`src/hdl/xets_pkg.sv`:
```
`default_nettype none

package xets_pkg;

    localparam int HOLD_DEPTH_DEF = 16;

    // Kind of text that one accepted item expands into.
    localparam logic [3:0] KIND_PLAIN     = 4'd0;
    localparam logic [3:0] KIND_LT        = 4'd1;
    localparam logic [3:0] KIND_GT        = 4'd2;
    localparam logic [3:0] KIND_AMP       = 4'd3;
    localparam logic [3:0] KIND_APOS      = 4'd4;
    localparam logic [3:0] KIND_QUOT      = 4'd5;
    localparam logic [3:0] KIND_TAG_OPEN  = 4'd6;
    localparam logic [3:0] KIND_TAG_CLOSE = 4'd7;
    localparam logic [3:0] KIND_TERM      = 4'd8;

    localparam logic [8*4-1:0]  STR_LT        = "&lt;";
    localparam logic [8*4-1:0]  STR_GT        = "&gt;";
    localparam logic [8*5-1:0]  STR_AMP       = "&amp;";
    localparam logic [8*6-1:0]  STR_APOS      = "&apos;";
    localparam logic [8*6-1:0]  STR_QUOT      = "&quot;";
    localparam logic [8*13-1:0] STR_TAG_OPEN  = "<replaceable>";
    localparam logic [8*14-1:0] STR_TAG_CLOSE = "</replaceable>";

    typedef struct packed {
        logic accept;
        logic fetch;
        logic pop;
        logic push;
        logic emit;
    } cmd_t;

    typedef struct packed {
        logic in_is_end;
        logic in_is_space;
        logic held_full;
        logic held_empty;
        logic held_one;
        logic item_is_space;
        logic out_free;
        logic text_last;
    } status_t;

    function automatic logic is_space(input logic [7:0] b);
        return ((b >= 8'h09) && (b <= 8'h0D)) || (b == 8'h20);
    endfunction

    function automatic logic [3:0] text_len(input logic [3:0] kind);
        logic [3:0] n;
        case (kind)
            KIND_LT, KIND_GT:     n = 4'd4;
            KIND_AMP:             n = 4'd5;
            KIND_APOS, KIND_QUOT: n = 4'd6;
            KIND_TAG_OPEN:        n = 4'd13;
            KIND_TAG_CLOSE:       n = 4'd14;
            default:              n = 4'd1;
        endcase
        return n;
    endfunction

    function automatic logic [7:0] text_char(input logic [3:0] kind, input logic [3:0] idx,
                                             input logic [7:0] plain);
        logic [7:0] ch;
        case (kind)
            KIND_LT:        ch = STR_LT[8*(3-int'(idx)) +: 8];
            KIND_GT:        ch = STR_GT[8*(3-int'(idx)) +: 8];
            KIND_AMP:       ch = STR_AMP[8*(4-int'(idx)) +: 8];
            KIND_APOS:      ch = STR_APOS[8*(5-int'(idx)) +: 8];
            KIND_QUOT:      ch = STR_QUOT[8*(5-int'(idx)) +: 8];
            KIND_TAG_OPEN:  ch = STR_TAG_OPEN[8*(12-int'(idx)) +: 8];
            KIND_TAG_CLOSE: ch = STR_TAG_CLOSE[8*(13-int'(idx)) +: 8];
            KIND_TERM:      ch = 8'h00;
            default:        ch = plain;
        endcase
        return ch;
    endfunction

endpackage

`default_nettype wire

```
`src/hdl/xets_ctrl.sv`:
```
`default_nettype none

module xets_ctrl (
    input  wire logic             clk,
    input  wire logic             rst_n,
    input  wire logic             in_valid,
    output logic                  in_ready,
    input  wire xets_pkg::status_t st,
    output xets_pkg::cmd_t        cmd
);

    localparam logic [2:0] S_IDLE  = 3'd0;
    localparam logic [2:0] S_FETCH = 3'd1;
    localparam logic [2:0] S_POP   = 3'd2;
    localparam logic [2:0] S_HOLD  = 3'd3;
    localparam logic [2:0] S_TEXT  = 3'd4;

    logic [2:0] state_reg;
    logic [2:0] state_next;

    always_comb
    begin
        cmd        = '0;
        in_ready   = 1'b0;
        state_next = state_reg;
        unique case (state_reg)
            S_IDLE:
            begin
                in_ready = 1'b1;
                if (in_valid)
                begin
                    cmd.accept = 1'b1;
                    priority if (st.in_is_end)
                        state_next = S_TEXT;
                    else if (st.in_is_space)
                        state_next = st.held_full ? S_FETCH : S_HOLD;
                    else
                        state_next = st.held_empty ? S_TEXT : S_FETCH;
                end
            end
            S_FETCH:
            begin
                cmd.fetch  = 1'b1;
                state_next = S_POP;
            end
            S_POP:
            begin
                if (st.out_free)
                begin
                    cmd.pop = 1'b1;
                    // A full buffer makes room for the new space; otherwise keep flushing.
                    priority if (st.item_is_space)
                        state_next = S_HOLD;
                    else if (st.held_one)
                        state_next = S_TEXT;
                    else
                        state_next = S_FETCH;
                end
            end
            S_HOLD:
            begin
                cmd.push   = 1'b1;
                state_next = S_IDLE;
            end
            S_TEXT:
            begin
                if (st.out_free)
                begin
                    cmd.emit = 1'b1;
                    if (st.text_last)
                        state_next = S_IDLE;
                end
            end
            default:
            begin
                state_next = S_IDLE;
            end
        endcase
    end

    always_ff @(posedge clk or negedge rst_n)
    begin
        if (!rst_n)
            state_reg <= S_IDLE;
        else
            state_reg <= state_next;
    end

endmodule

`default_nettype wire

```
`src/hdl/xets_dp.sv`:
```
`default_nettype none

module xets_dp #(
    parameter int HOLD_DEPTH = xets_pkg::HOLD_DEPTH_DEF
) (
    input  wire logic              clk,
    input  wire logic              rst_n,
    input  wire logic              cfg_we,
    input  wire logic              cfg_wdata,
    input  wire logic              opcode,
    input  wire logic [7:0]        data_byte,
    input  wire xets_pkg::cmd_t    cmd,
    input  wire logic              out_ready,
    output xets_pkg::status_t      st,
    output logic                   out_valid,
    output logic [7:0]             out_byte,
    output logic                   last_of_run,
    output logic                   string_end
);

    localparam int AW = (HOLD_DEPTH > 1) ? $clog2(HOLD_DEPTH) : 1;
    localparam int CW = $clog2(HOLD_DEPTH + 1);
    localparam int SW = CW + 1;
    localparam logic [CW-1:0] DEPTH_C  = CW'(HOLD_DEPTH);
    localparam logic [SW-1:0] DEPTH_S  = SW'(HOLD_DEPTH);
    localparam logic [AW-1:0] LAST_IDX = AW'(HOLD_DEPTH - 1);

    logic            markup_reg;
    logic [CW-1:0]   count_reg;
    logic [AW-1:0]   head_reg;
    logic [7:0]      byte_reg;
    logic            item_space_reg;
    logic [3:0]      kind_reg;
    logic [3:0]      idx_reg;
    logic [7:0]      rd_data_reg;
    logic [7:0]      held_spaces_mem [HOLD_DEPTH];

    logic            out_valid_reg;
    logic [7:0]      out_byte_reg;
    logic            out_last_reg;
    logic            out_end_reg;

    logic [3:0]      kind_next;
    logic [SW-1:0]   tail_sum;
    logic [AW-1:0]   tail_idx;
    logic            out_free;
    logic            text_last;

    // Map the incoming item onto the text it expands into.
    always_comb
    begin
        if (opcode)
            kind_next = xets_pkg::KIND_TERM;
        else
        begin
            case (data_byte)
                8'h3C:   kind_next = markup_reg ? xets_pkg::KIND_TAG_OPEN : xets_pkg::KIND_LT;
                8'h3E:   kind_next = markup_reg ? xets_pkg::KIND_TAG_CLOSE : xets_pkg::KIND_GT;
                8'h26:   kind_next = xets_pkg::KIND_AMP;
                8'h27:   kind_next = xets_pkg::KIND_APOS;
                8'h22:   kind_next = xets_pkg::KIND_QUOT;
                default: kind_next = xets_pkg::KIND_PLAIN;
            endcase
        end
    end

    // Ring slot after the newest held byte; head plus count stays below twice the depth.
    always_comb
    begin
        tail_sum = SW'(head_reg) + SW'(count_reg);
        if (tail_sum >= DEPTH_S)
            tail_sum = tail_sum - DEPTH_S;
        tail_idx = tail_sum[AW-1:0];
    end

    assign out_free  = !out_valid_reg || out_ready;
    assign text_last = (idx_reg == (xets_pkg::text_len(kind_reg) - 4'd1));

    always_comb
    begin
        st.in_is_end     = opcode;
        st.in_is_space   = xets_pkg::is_space(data_byte);
        st.held_full     = (count_reg == DEPTH_C);
        st.held_empty    = (count_reg == '0);
        st.held_one      = (count_reg == CW'(1));
        st.item_is_space = item_space_reg;
        st.out_free      = out_free;
        st.text_last     = text_last;
    end

    always_ff @(posedge clk or negedge rst_n)
    begin
        if (!rst_n)
        begin
            markup_reg     <= 1'b0;
            count_reg      <= '0;
            head_reg       <= '0;
            item_space_reg <= 1'b0;
            kind_reg       <= xets_pkg::KIND_PLAIN;
            idx_reg        <= '0;
            out_valid_reg  <= 1'b0;
        end
        else
        begin
            if (cfg_we)
                markup_reg <= cfg_wdata;

            if (cmd.accept)
            begin
                item_space_reg <= !opcode && xets_pkg::is_space(data_byte);
                kind_reg       <= kind_next;
                idx_reg        <= '0;
                if (opcode)
                begin
                    count_reg <= '0;
                    head_reg  <= '0;
                end
            end
            else if (cmd.pop)
            begin
                count_reg <= count_reg - CW'(1);
                head_reg  <= (head_reg == LAST_IDX) ? '0 : head_reg + AW'(1);
            end
            else if (cmd.push)
                count_reg <= count_reg + CW'(1);
            else if (cmd.emit)
                idx_reg <= idx_reg + 4'd1;

            if (cmd.pop || cmd.emit)
                out_valid_reg <= 1'b1;
            else if (out_ready)
                out_valid_reg <= 1'b0;
        end
    end

    always_ff @(posedge clk)
    begin
        if (cmd.accept)
            byte_reg <= data_byte;

        if (cmd.pop)
        begin
            out_byte_reg <= rd_data_reg;
            out_last_reg <= item_space_reg;
            out_end_reg  <= 1'b0;
        end
        else if (cmd.emit)
        begin
            out_byte_reg <= xets_pkg::text_char(kind_reg, idx_reg, byte_reg);
            out_last_reg <= text_last;
            out_end_reg  <= (kind_reg == xets_pkg::KIND_TERM);
        end
    end

    always_ff @(posedge clk)
    begin
        if (cmd.push)
            held_spaces_mem[tail_idx] <= byte_reg;
        if (cmd.fetch)
            rd_data_reg <= held_spaces_mem[head_reg];
    end

    assign out_valid   = out_valid_reg;
    assign out_byte    = out_byte_reg;
    assign last_of_run = out_last_reg;
    assign string_end  = out_end_reg;

endmodule

`default_nettype wire

```
`src/hdl/xml_escape_trim_stream_core.sv`:
```
// An accepted item goes from the idle state to the text state, which loads its result bytes
// into the output register in turn, up to 14 for an escape; held spaces flushed ahead of it
// pass the fetch state (memory read), then the pop state (output load). A held space goes
// from idle to the hold state. A new item is taken only in the idle state.
// The output register lets the next item enter while the last result waits to be taken.
// Reset (rst_n, asynchronous, active low) empties the hold buffer, clears markup mode
// and the output; the space memory itself is not cleared and needs no clearing pass.
`default_nettype none

module xml_escape_trim_stream_core #(
    parameter int HOLD_DEPTH = xets_pkg::HOLD_DEPTH_DEF
) (
    input  wire logic       clk,
    input  wire logic       rst_n,
    input  wire logic       cfg_we,
    input  wire logic       cfg_wdata,
    input  wire logic       in_valid,
    output logic            in_ready,
    input  wire logic       opcode,
    input  wire logic [7:0] data_byte,
    output logic            out_valid,
    input  wire logic       out_ready,
    output logic [7:0]      out_byte,
    output logic            last_of_run,
    output logic            string_end
);

    xets_pkg::cmd_t    cmd;
    xets_pkg::status_t st;

    xets_ctrl u_ctrl (
        .clk      (clk),
        .rst_n    (rst_n),
        .in_valid (in_valid),
        .in_ready (in_ready),
        .st       (st),
        .cmd      (cmd)
    );

    xets_dp #(
        .HOLD_DEPTH (HOLD_DEPTH)
    ) u_dp (
        .clk         (clk),
        .rst_n       (rst_n),
        .cfg_we      (cfg_we),
        .cfg_wdata   (cfg_wdata),
        .opcode      (opcode),
        .data_byte   (data_byte),
        .cmd         (cmd),
        .out_ready   (out_ready),
        .st          (st),
        .out_valid   (out_valid),
        .out_byte    (out_byte),
        .last_of_run (last_of_run),
        .string_end  (string_end)
    );

    // The terminator is always a zero byte and closes its item's run.
    a_term_last: assert property (@(posedge clk) disable iff (!rst_n)
        out_valid && string_end |-> last_of_run && (out_byte == 8'h00))
        else $error("terminator without last_of_run or with nonzero byte");

    // The buffer is never popped while empty.
    a_no_pop_empty: assert property (@(posedge clk) disable iff (!rst_n)
        cmd.pop |-> !st.held_empty)
        else $error("pop from empty hold buffer");

    // An end beat discards all held whitespace.
    a_end_clears: assert property (@(posedge clk) disable iff (!rst_n)
        in_valid && in_ready && opcode |=> st.held_empty)
        else $error("held whitespace survived an end beat");

    // A result is loaded only into a free output slot.
    a_load_free: assert property (@(posedge clk) disable iff (!rst_n)
        (cmd.emit || cmd.pop) |-> (!out_valid || out_ready))
        else $error("output register overwritten before it was taken");

endmodule

`default_nettype wire

```
`config.mk`:
```
export PLATFORM = sky130hd
export DESIGN_NAME = xml_escape_trim_stream_core
export DESIGN_NICKNAME = d
export VERILOG_FILES = /design/src/hdl/xets_pkg.sv /design/src/hdl/xets_ctrl.sv /design/src/hdl/xets_dp.sv /design/src/hdl/xml_escape_trim_stream_core.sv
export SDC_FILE = /design/constraint.sdc
export NUM_CORES = 1
export LEC_CHECK = 0
export BUFFER_PORTS_ARGS = -buffer_cell sky130_fd_sc_hd__buf_4
export CORE_MARGIN = 5
export CORE_UTILIZATION = 45
export DETAILED_ROUTE_END_ITERATION = 12
export SLEW_MARGIN = 5
export SYNTH_ARGS = -nofsm -noshare
export SYNTH_HDL_FRONTEND = slang
export SYNTH_SLANG_ARGS = --single-unit
```
`constraint.sdc`:
```
create_clock -name clk -period 2.5 [get_ports clk]
set_input_delay 0.375 -clock clk [delete_from_list [all_inputs] [get_ports clk]]
set_output_delay 0.375 -clock clk [all_outputs]
set_load 0.01 [all_outputs]
```
==> flow_summary.yaml, run 1 <==
sta:
  layout_setup_ws_ns: 0.1922
  rsz0062_at_grt: "no"
  max_clock_freq_mhz: 433.3
  min_period_ns: 2.308
  setup_tns_ns: 0
  fin_crit_sh_pct: 92.31
  slew_viol_final: 0
  hold_viol: 0
  whs_ns: 0.1506
  fin_skew_ns: 0.009793
  setup_viol: 0
  relSlewSlack_pct: 50.01
  tightest_slew_ns: 0.7499
power_and_ir_drop:
  p_per_area_nw_per_um2: 965.2
  power.internal_mw: 6.294
  ir_worst_vdd_mv: 0.5389
  swShare_pct: 33.85
  fin_total_pwr_mw: 9.514
  clkPwrFrac_pct: 27.9
  pwr-share-comb_pct: 30.2
  switchingPower_mw: 3.220
  leakagePower_nw: 3.481
  seqPwrFrac_pct: 41.9
setup_path:
  worst_setup_path_start_kind: "flip-flop"
  worst-path-buf-inv: 0
  slowest_stage: "dfrtp_1"
  cp_top_family: "compound AO/OA/AOI/OAI gates"
  worst_ep_arrival_time_ns: 2.62
  cp.required_ns: 2.81
  critPathMaxStageDelay_ns: 0.54
  critPathCaptureType: "flip-flop"
  critical_path_class: "reg2reg"
  critPathMaxFanout: 11
  cp_cell_sequence: "xor2_1, a211oi_1, ha_1, xor2_1, xnor2_1, nand3_1, o31ai_1, nand3_1"
yosys:
  synth-main-ff-cell: "edfxtp_1"
  synth_warnings: 0
  synth-seq-area-share_pct: 60.76
  yosys.area.top_type: "edfxtp_1"
  synth_cell_types: 68
  avgSynthCellArea_sq_um: 12.88
  synth.top_cells.by_area: "edfxtp_1 (54%), dfrtp_1 (6.7%), mux4_2 (4.2%), mux2i_1 (3.0%), o21ai_0 (3.0%)"
  synth_top_cell_area_share_pct: 53.79
  synth-edff-count: 153
  synth_nets: 696
  synth_area_sq_um: 8542
  synth_cells: 663
  synthArstFlopShare_pct: 12.99
  synth_most_common_cell: "edfxtp_1"
  netlist_top_cells_count: "edfxtp_1 (153), nand2_1 (58), o21ai_0 (51)"
  ys_seq_elements: 177
detailed_routing:
  routed_wl_um: 20220
  ant_nets: 0
  dr.pass1.iters: 6
  vias: 5816
  routedWlPerCell_um: 20.83
  drtIter0Drc: 675
  vias_per_cell: 5.990
  drc_errors: 0
final_layout:
  num_antenna_cells: 0
  largest-register: "u_dp.held_spaces_mem"
  drive_above_1_share_pct: 19.67
  largest_reg_flops: 128
  fillCellCount: 1550
  fin_area_sq_um: 9857
  final_nets: 757
  area_delta_synth_final_pct: 15.39
clock_network:
  htreeDepth: 4
  cts_buffer_depth: 2
  path_clk_slew_ns: 0.07
  clock-sinks: 177
  cts-root-buf: "clkbuf_16"
  cts_buffers: 17
  post-cts-setup-buffers: 0
  tritoncts: "yes"
  clk_latency_ns: 0.43
grt:
  grt_max_degree: 54
  grt_pass1_wl_um: 31640
  grt_overflow: 0
  antenna_found_initial: 0
  grt_usage_pct: 18.98
  first_global_vias: 5403
place:
  portBuffers: 26
  place_hpwl_um: 13920
  preCtsSetupSlack_ns: 0.06519
  place_area_sq_um: 9249
  place_congestion: 0.9369
floorplan:
  core-area_sq_um: 18710
  dieArea_sq_um: 21840
  pin_count: 27
  die_w_um: 147.8
  rows: 50
  die_y_um: 147.8
  start_util_pct: 45.67
run:
  maxCapViolCount: 0
hold_path:
  min_path_type: "in2reg"
outcome:
  status: "finished clean"
worst paths after layout:
kind	start	end	slack, ns	depth (start not counted)
min reg2reg	u_dp.string_end$_SDFFE_PP0P_	u_dp.string_end$_SDFFE_PP0P_	0.48	2
max	u_dp.kind_reg[2]$_DFFE_PN0P_	u_ctrl.state_reg[2]$_DFFE_PN0P_	0.19	8
min	data_byte[5]	u_dp.byte_reg[5]$_DFFE_PP_	0.15	1
max reg2reg	u_dp.kind_reg[2]$_DFFE_PN0P_	u_ctrl.state_reg[2]$_DFFE_PN0P_	0.19	8
max in group asynchronous	rst_n	u_dp.head_reg[0]$_DFFE_PN0P_	1.85	2
min in group asynchronous	rst_n	u_dp.out_valid$_DFFE_PN0P_	0.39	2
power groups by stage:
stage | combinational (mW) | clock (mW) | sequential (mW)
6_report | 2.87 | 2.65 | 3.99
5_1_grt | 3.15 | 2.82 | 4.02
4_1_cts | 2.87 | 2.69 | 3.99
3_5_place_dp | 2.85 | 0 | 4.05
3_3_place_gp | 2.81 | 0 | 4.04
2_1_floorplan | 1.81 | 0 | 4.03
stage by stage:
| stage | cells | utilization (%) |
|---|---|---|
| after floorplan | 663 | - |
| after global placement | 938 | 49.44 |
| after detailed placement | 938 | 49.44 |
| after CTS | 971 | 52.65 |
| after global routing | 971 | 52.70 |
| final | 971 | 52.70 |
cells in the final DEF, fill, tap and decap left out, drive strengths merged, types with 3 or more instances in the layout:
master	n
a31oi	10
edfxtp	153
a211oi	6
ha	17
mux2	8
nor3b	3
or3	7
dfrtp	23
xnor2	19
nor2	45
mux4	16
nor4	4
buf	76
mux2i	26
nor2b	8
nand2	58
a21oi	31
xor2	9
inv	19
nand3	20
and3	6
and2	4
o22ai	4
nor3	9
nand2b	8
a221oi	9
nor4b	3
o21ai	51
clkbuf	18
o31ai	6
a21o	3
clkinv	4
a22o	4
a22oi	10
o2111ai	3
o211ai	4
per-layer routing:
metal,GRT usage (%),part of all wire (%),vias to the layer above
li1,-,-,2682
met3,3.372,6.2,23
met4,5.452,1.3,0
met1,28.62,47,2897
met2,28.36,45,214
met5,0,0,-
area by class of cell:
| cell class | instances | area [sq um] | area share [%] |
|---|---|---|---|
| multi-input combinational | 440 | 3149 | 31.95 |
| inverter | 11 | 41.29 | 0.4189 |
| clock inverter | 14 | 160.2 | 1.625 |
| timing repair buffer | 77 | 593.1 | 6.017 |
| clock buffer | 18 | 429.2 | 4.354 |
| sequential | 177 | 5191 | 52.67 |
| tap | 234 | 292.8 | 2.970 |
cells by family after synthesis:
logic type               after synthesis  synth area share [%]
AND/OR/NAND/NOR                      183                 10.44
AO/OA/AOI/OAI                        161                 12.23
flip-flops                           177                 60.76
XOR/XNOR                              28                 3.047
buffers and inverters                 46                 2.475
adder cells (fa/ha/maj)               18                 2.724
multiplexers                          50                 8.320
what timing repair did:
action	4_1_cts	5_1_grt
endpoints found under the hold margin	23	0
hold buffers	1	0
endpoints found under the setup margin	0	5
resized for setup	0	2
Note: power is estimated with default switching activity, not from simulation.
==> run 2: changes to the inputs <==
ABC_AREA = 1   (was not set)
==> run 2 against run 1 <==
  * Sequential cell count unchanged
  * Clock-buffer cell count unchanged
  * Worst hold slack worse by 0.021 ns
  * First-iteration DRC count down 10%
  * Area after synthesis up 3.4%
  * Global-route usage up 1.6 points
  * Power up 6.7%
  * Critical path type unchanged
  * Critical endpoint is now u_dp.held_spaces_mem[4][1]$_DFFE_PP_
==> flow_summary.yaml, run 2 <==
setup_path:
  worst_setup_path_start_kind: "flip-flop"
  critPathMaxStageDelay_ns: 0.51
  critPathCaptureType: "flip-flop"
  slowest_stage: "dfrtp_1"
  cp-startpoint: "u_dp.head_reg[2]$_DFFE_PN0P_"
  cp_cell_sequence: "ha_1, a21oi_1, nand2_1, xor2_1, nand2_1, nor2_1, buf_4"
  rr_endpoint: "u_dp.held_spaces_mem[4][1]$_DFFE_PP_"
  critPathMostFrequentCell: "nand2_1"
  critical_path_class: "reg2reg"
  reg2regPathDepth: 7
  critPathMaxFanout: 8
  rrSetupSlack_ns: 0.28
  cp.required_ns: 2.63
  timing.rr.start: "u_dp.head_reg[2]$_DFFE_PN0P_"
  worst_ep_arrival_time_ns: 2.35
final_layout:
  largest_reg_flops: 128
  utilization_pct: 52.06
  final_common_cell: "nand2_1"
  final_nets: 1008
  num_antenna_cells: 0
  stdcell_count: 1253
  drive_above_1_share_pct: 13.06
  fin_area_sq_um: 10100
  area_delta_synth_final_pct: 14.34
  layout_common_cells: "nand2_1 (223), edfxtp_1 (153), nor2_1 (103)"
  largest-register: "u_dp.held_spaces_mem"
place:
  preCtsSetupSlack_ns: 0.3232
  place_hpwl_um: 15140
  placed_cells: 1220
  portBuffers: 26
  place_congestion: 0.9640
  place_area_sq_um: 9457
power_and_ir_drop:
  switchingPower_mw: 3.706
  ir_worst_vdd_mv: 0.6146
  leakagePower_nw: 4.067
  pwr-share-comb_pct: 32.5
  swShare_pct: 36.50
  clkPwrFrac_pct: 27.9
  power.internal_mw: 6.446
  p_per_area_nw_per_um2: 1005
  seqPwrFrac_pct: 39.6
  fin_total_pwr_mw: 10.15
floorplan:
  rows: 51
  dieArea_sq_um: 22530
  die_y_um: 150.1
  core-area_sq_um: 19400
  start_util_pct: 45.53
  die_w_um: 150.1
  pin_count: 27
sta:
  tightest_slew_ns: 0.8367
  max_clock_freq_mhz: 450.1
  setup_viol: 0
  relSlewSlack_pct: 44.22
  slew_viol_final: 0
  setup_tns_ns: 0
  hold_viol: 0
  layout_setup_ws_ns: 0.2783
  fin_crit_sh_pct: 88.87
  whs_ns: 0.1295
  min_period_ns: 2.222
  rsz0062_at_grt: "no"
  fin_skew_ns: 0.01350
yosys:
  netlist_top_cells_count: "nand2_1 (223), edfxtp_1 (153), nor2_1 (103)"
  synth_cell_types: 41
  avgSynthCellArea_sq_um: 9.517
  synth_cells: 928
  synth.top_cells.by_area: "edfxtp_1 (52%), nand2_1 (9.5%), dfrtp_1 (6.5%), nand3_1 (5.2%), o21ai_0 (4.9%)"
  synth_most_common_cell: "nand2_1"
  synth_compound_area_share_pct: 9.378
  synth_warnings: 0
  synth_top_cell_area_share_pct: 52.02
  yosys.area.top_type: "edfxtp_1"
  synth_xor_area_share_pct: 0.8925
  synth_nets: 961
  synth-edff-count: 153
  yosys.area_share.simple_pct: 23.16
  synth_top_family_by_area: "simple AND/OR/NAND/NOR gates"
  synth-main-ff-cell: "edfxtp_1"
  synth_fa_ha_area_share_pct: 2.635
  ys_seq_elements: 177
  synth_area_sq_um: 8832
  synthMuxAreaShare_pct: 0
  synth-seq-area-share_pct: 58.76
  synthArstFlopShare_pct: 12.99
grt:
  grt_overflow: 0
  grt_pass1_wl_um: 35300
  antenna_found_initial: 0
  grt_max_degree: 66
  first_global_vias: 6395
  grt_usage_pct: 20.59
hold_path:
  min_path_type: "in2reg"
  min-delay-start: "data_byte[7]"
  hold_end: "u_dp.byte_reg[7]$_DFFE_PP_"
  whs_path_depth: 1
detailed_routing:
  ant_nets: 0
  routed_wl_um: 22310
  vias_per_cell: 5.385
  drc_errors: 0
  dr.pass1.iters: 5
  drtIter0Drc: 607
  routedWlPerCell_um: 17.80
  vias: 6747
clock_network:
  post-cts-setup-buffers: 0
  cts_buffers: 17
  cts_buffer_depth: 2
  cts_hold_buf: 1
  htreeDepth: 4
  cts-root-buf: "clkbuf_16"
  clk_latency_ns: 0.43
  path_clk_slew_ns: 0.07
  ctsResizeCount: 0
  tritoncts: "yes"
  clock-sinks: 177
outcome:
  status: "finished clean"
run:
  maxCapViolCount: 0
==> run 2: layer usage <==
layer  global-route usage (%)  wire, um  vias up
li1                         -         -     3290
met3                    2.860       944       18
met5                        0         0        -
met4                    5.398       261        0
met2                    31.07     10190      176
met1                    31.44     10910     3263
==> run 2: layout make-up <==
class	instances	area, sq um
well taps	265	331.6
flip-flops and latches	177	5191
multi-input cells	642	3186
clock inverters	14	202.7
clock buffers	18	429.2
repair buffers	61	473.0
inverters	76	285.3
fillers	1767	9300
==> run 2: power groups by stage <==
stage	clock network (mW)	registers (mW)	logic, mW
global route	3.01	4.06	3.72
finish	2.83	4.02	3.30
detailed placement	0	4.09	3.26
CTS	2.88	4.02	3.27
global placement	0	4.08	3.24
floorplan	0	4.03	2.31
==> run 2: critical path, delay by kind of cell, from the launching register on <==
kind | cells | cell delay, ns
flip-flops | 1 | 0.51
adder cells (fa/ha/maj) | 1 | 0.40
AND/OR/NAND/NOR | 3 | 0.40
XOR/XNOR | 1 | 0.26
buffers and inverters | 1 | 0.21
AO/OA/AOI/OAI | 1 | 0.16
==> run 2: logic make-up (layout without fill, tap and decap cells) <==
| family | Yosys count | after routing |
|---|---|---|
| compound gates | 151 | 151 |
| simple gates | 464 | 464 |
| fa+ha+maj | 18 | 18 |
| buf+inv | 109 | 169 |
| flops | 177 | 177 |
| xor+xnor | 9 | 9 |
==> run 2: how the worst max path moves through the flow <==
stage,endpoint,cells past startpoint
floorplan,u_dp.held_spaces_mem[0][0]$_DFFE_PP_,5
detailed placement,u_dp.held_spaces_mem[4][4]$_DFFE_PP_,7
CTS,u_dp.held_spaces_mem[4][1]$_DFFE_PP_,7
global placement,u_dp.held_spaces_mem[4][7]$_DFFE_PP_,7
finish,u_dp.held_spaces_mem[4][1]$_DFFE_PP_,7
global route,u_dp.out_byte[2]$_DFFE_PP_,13
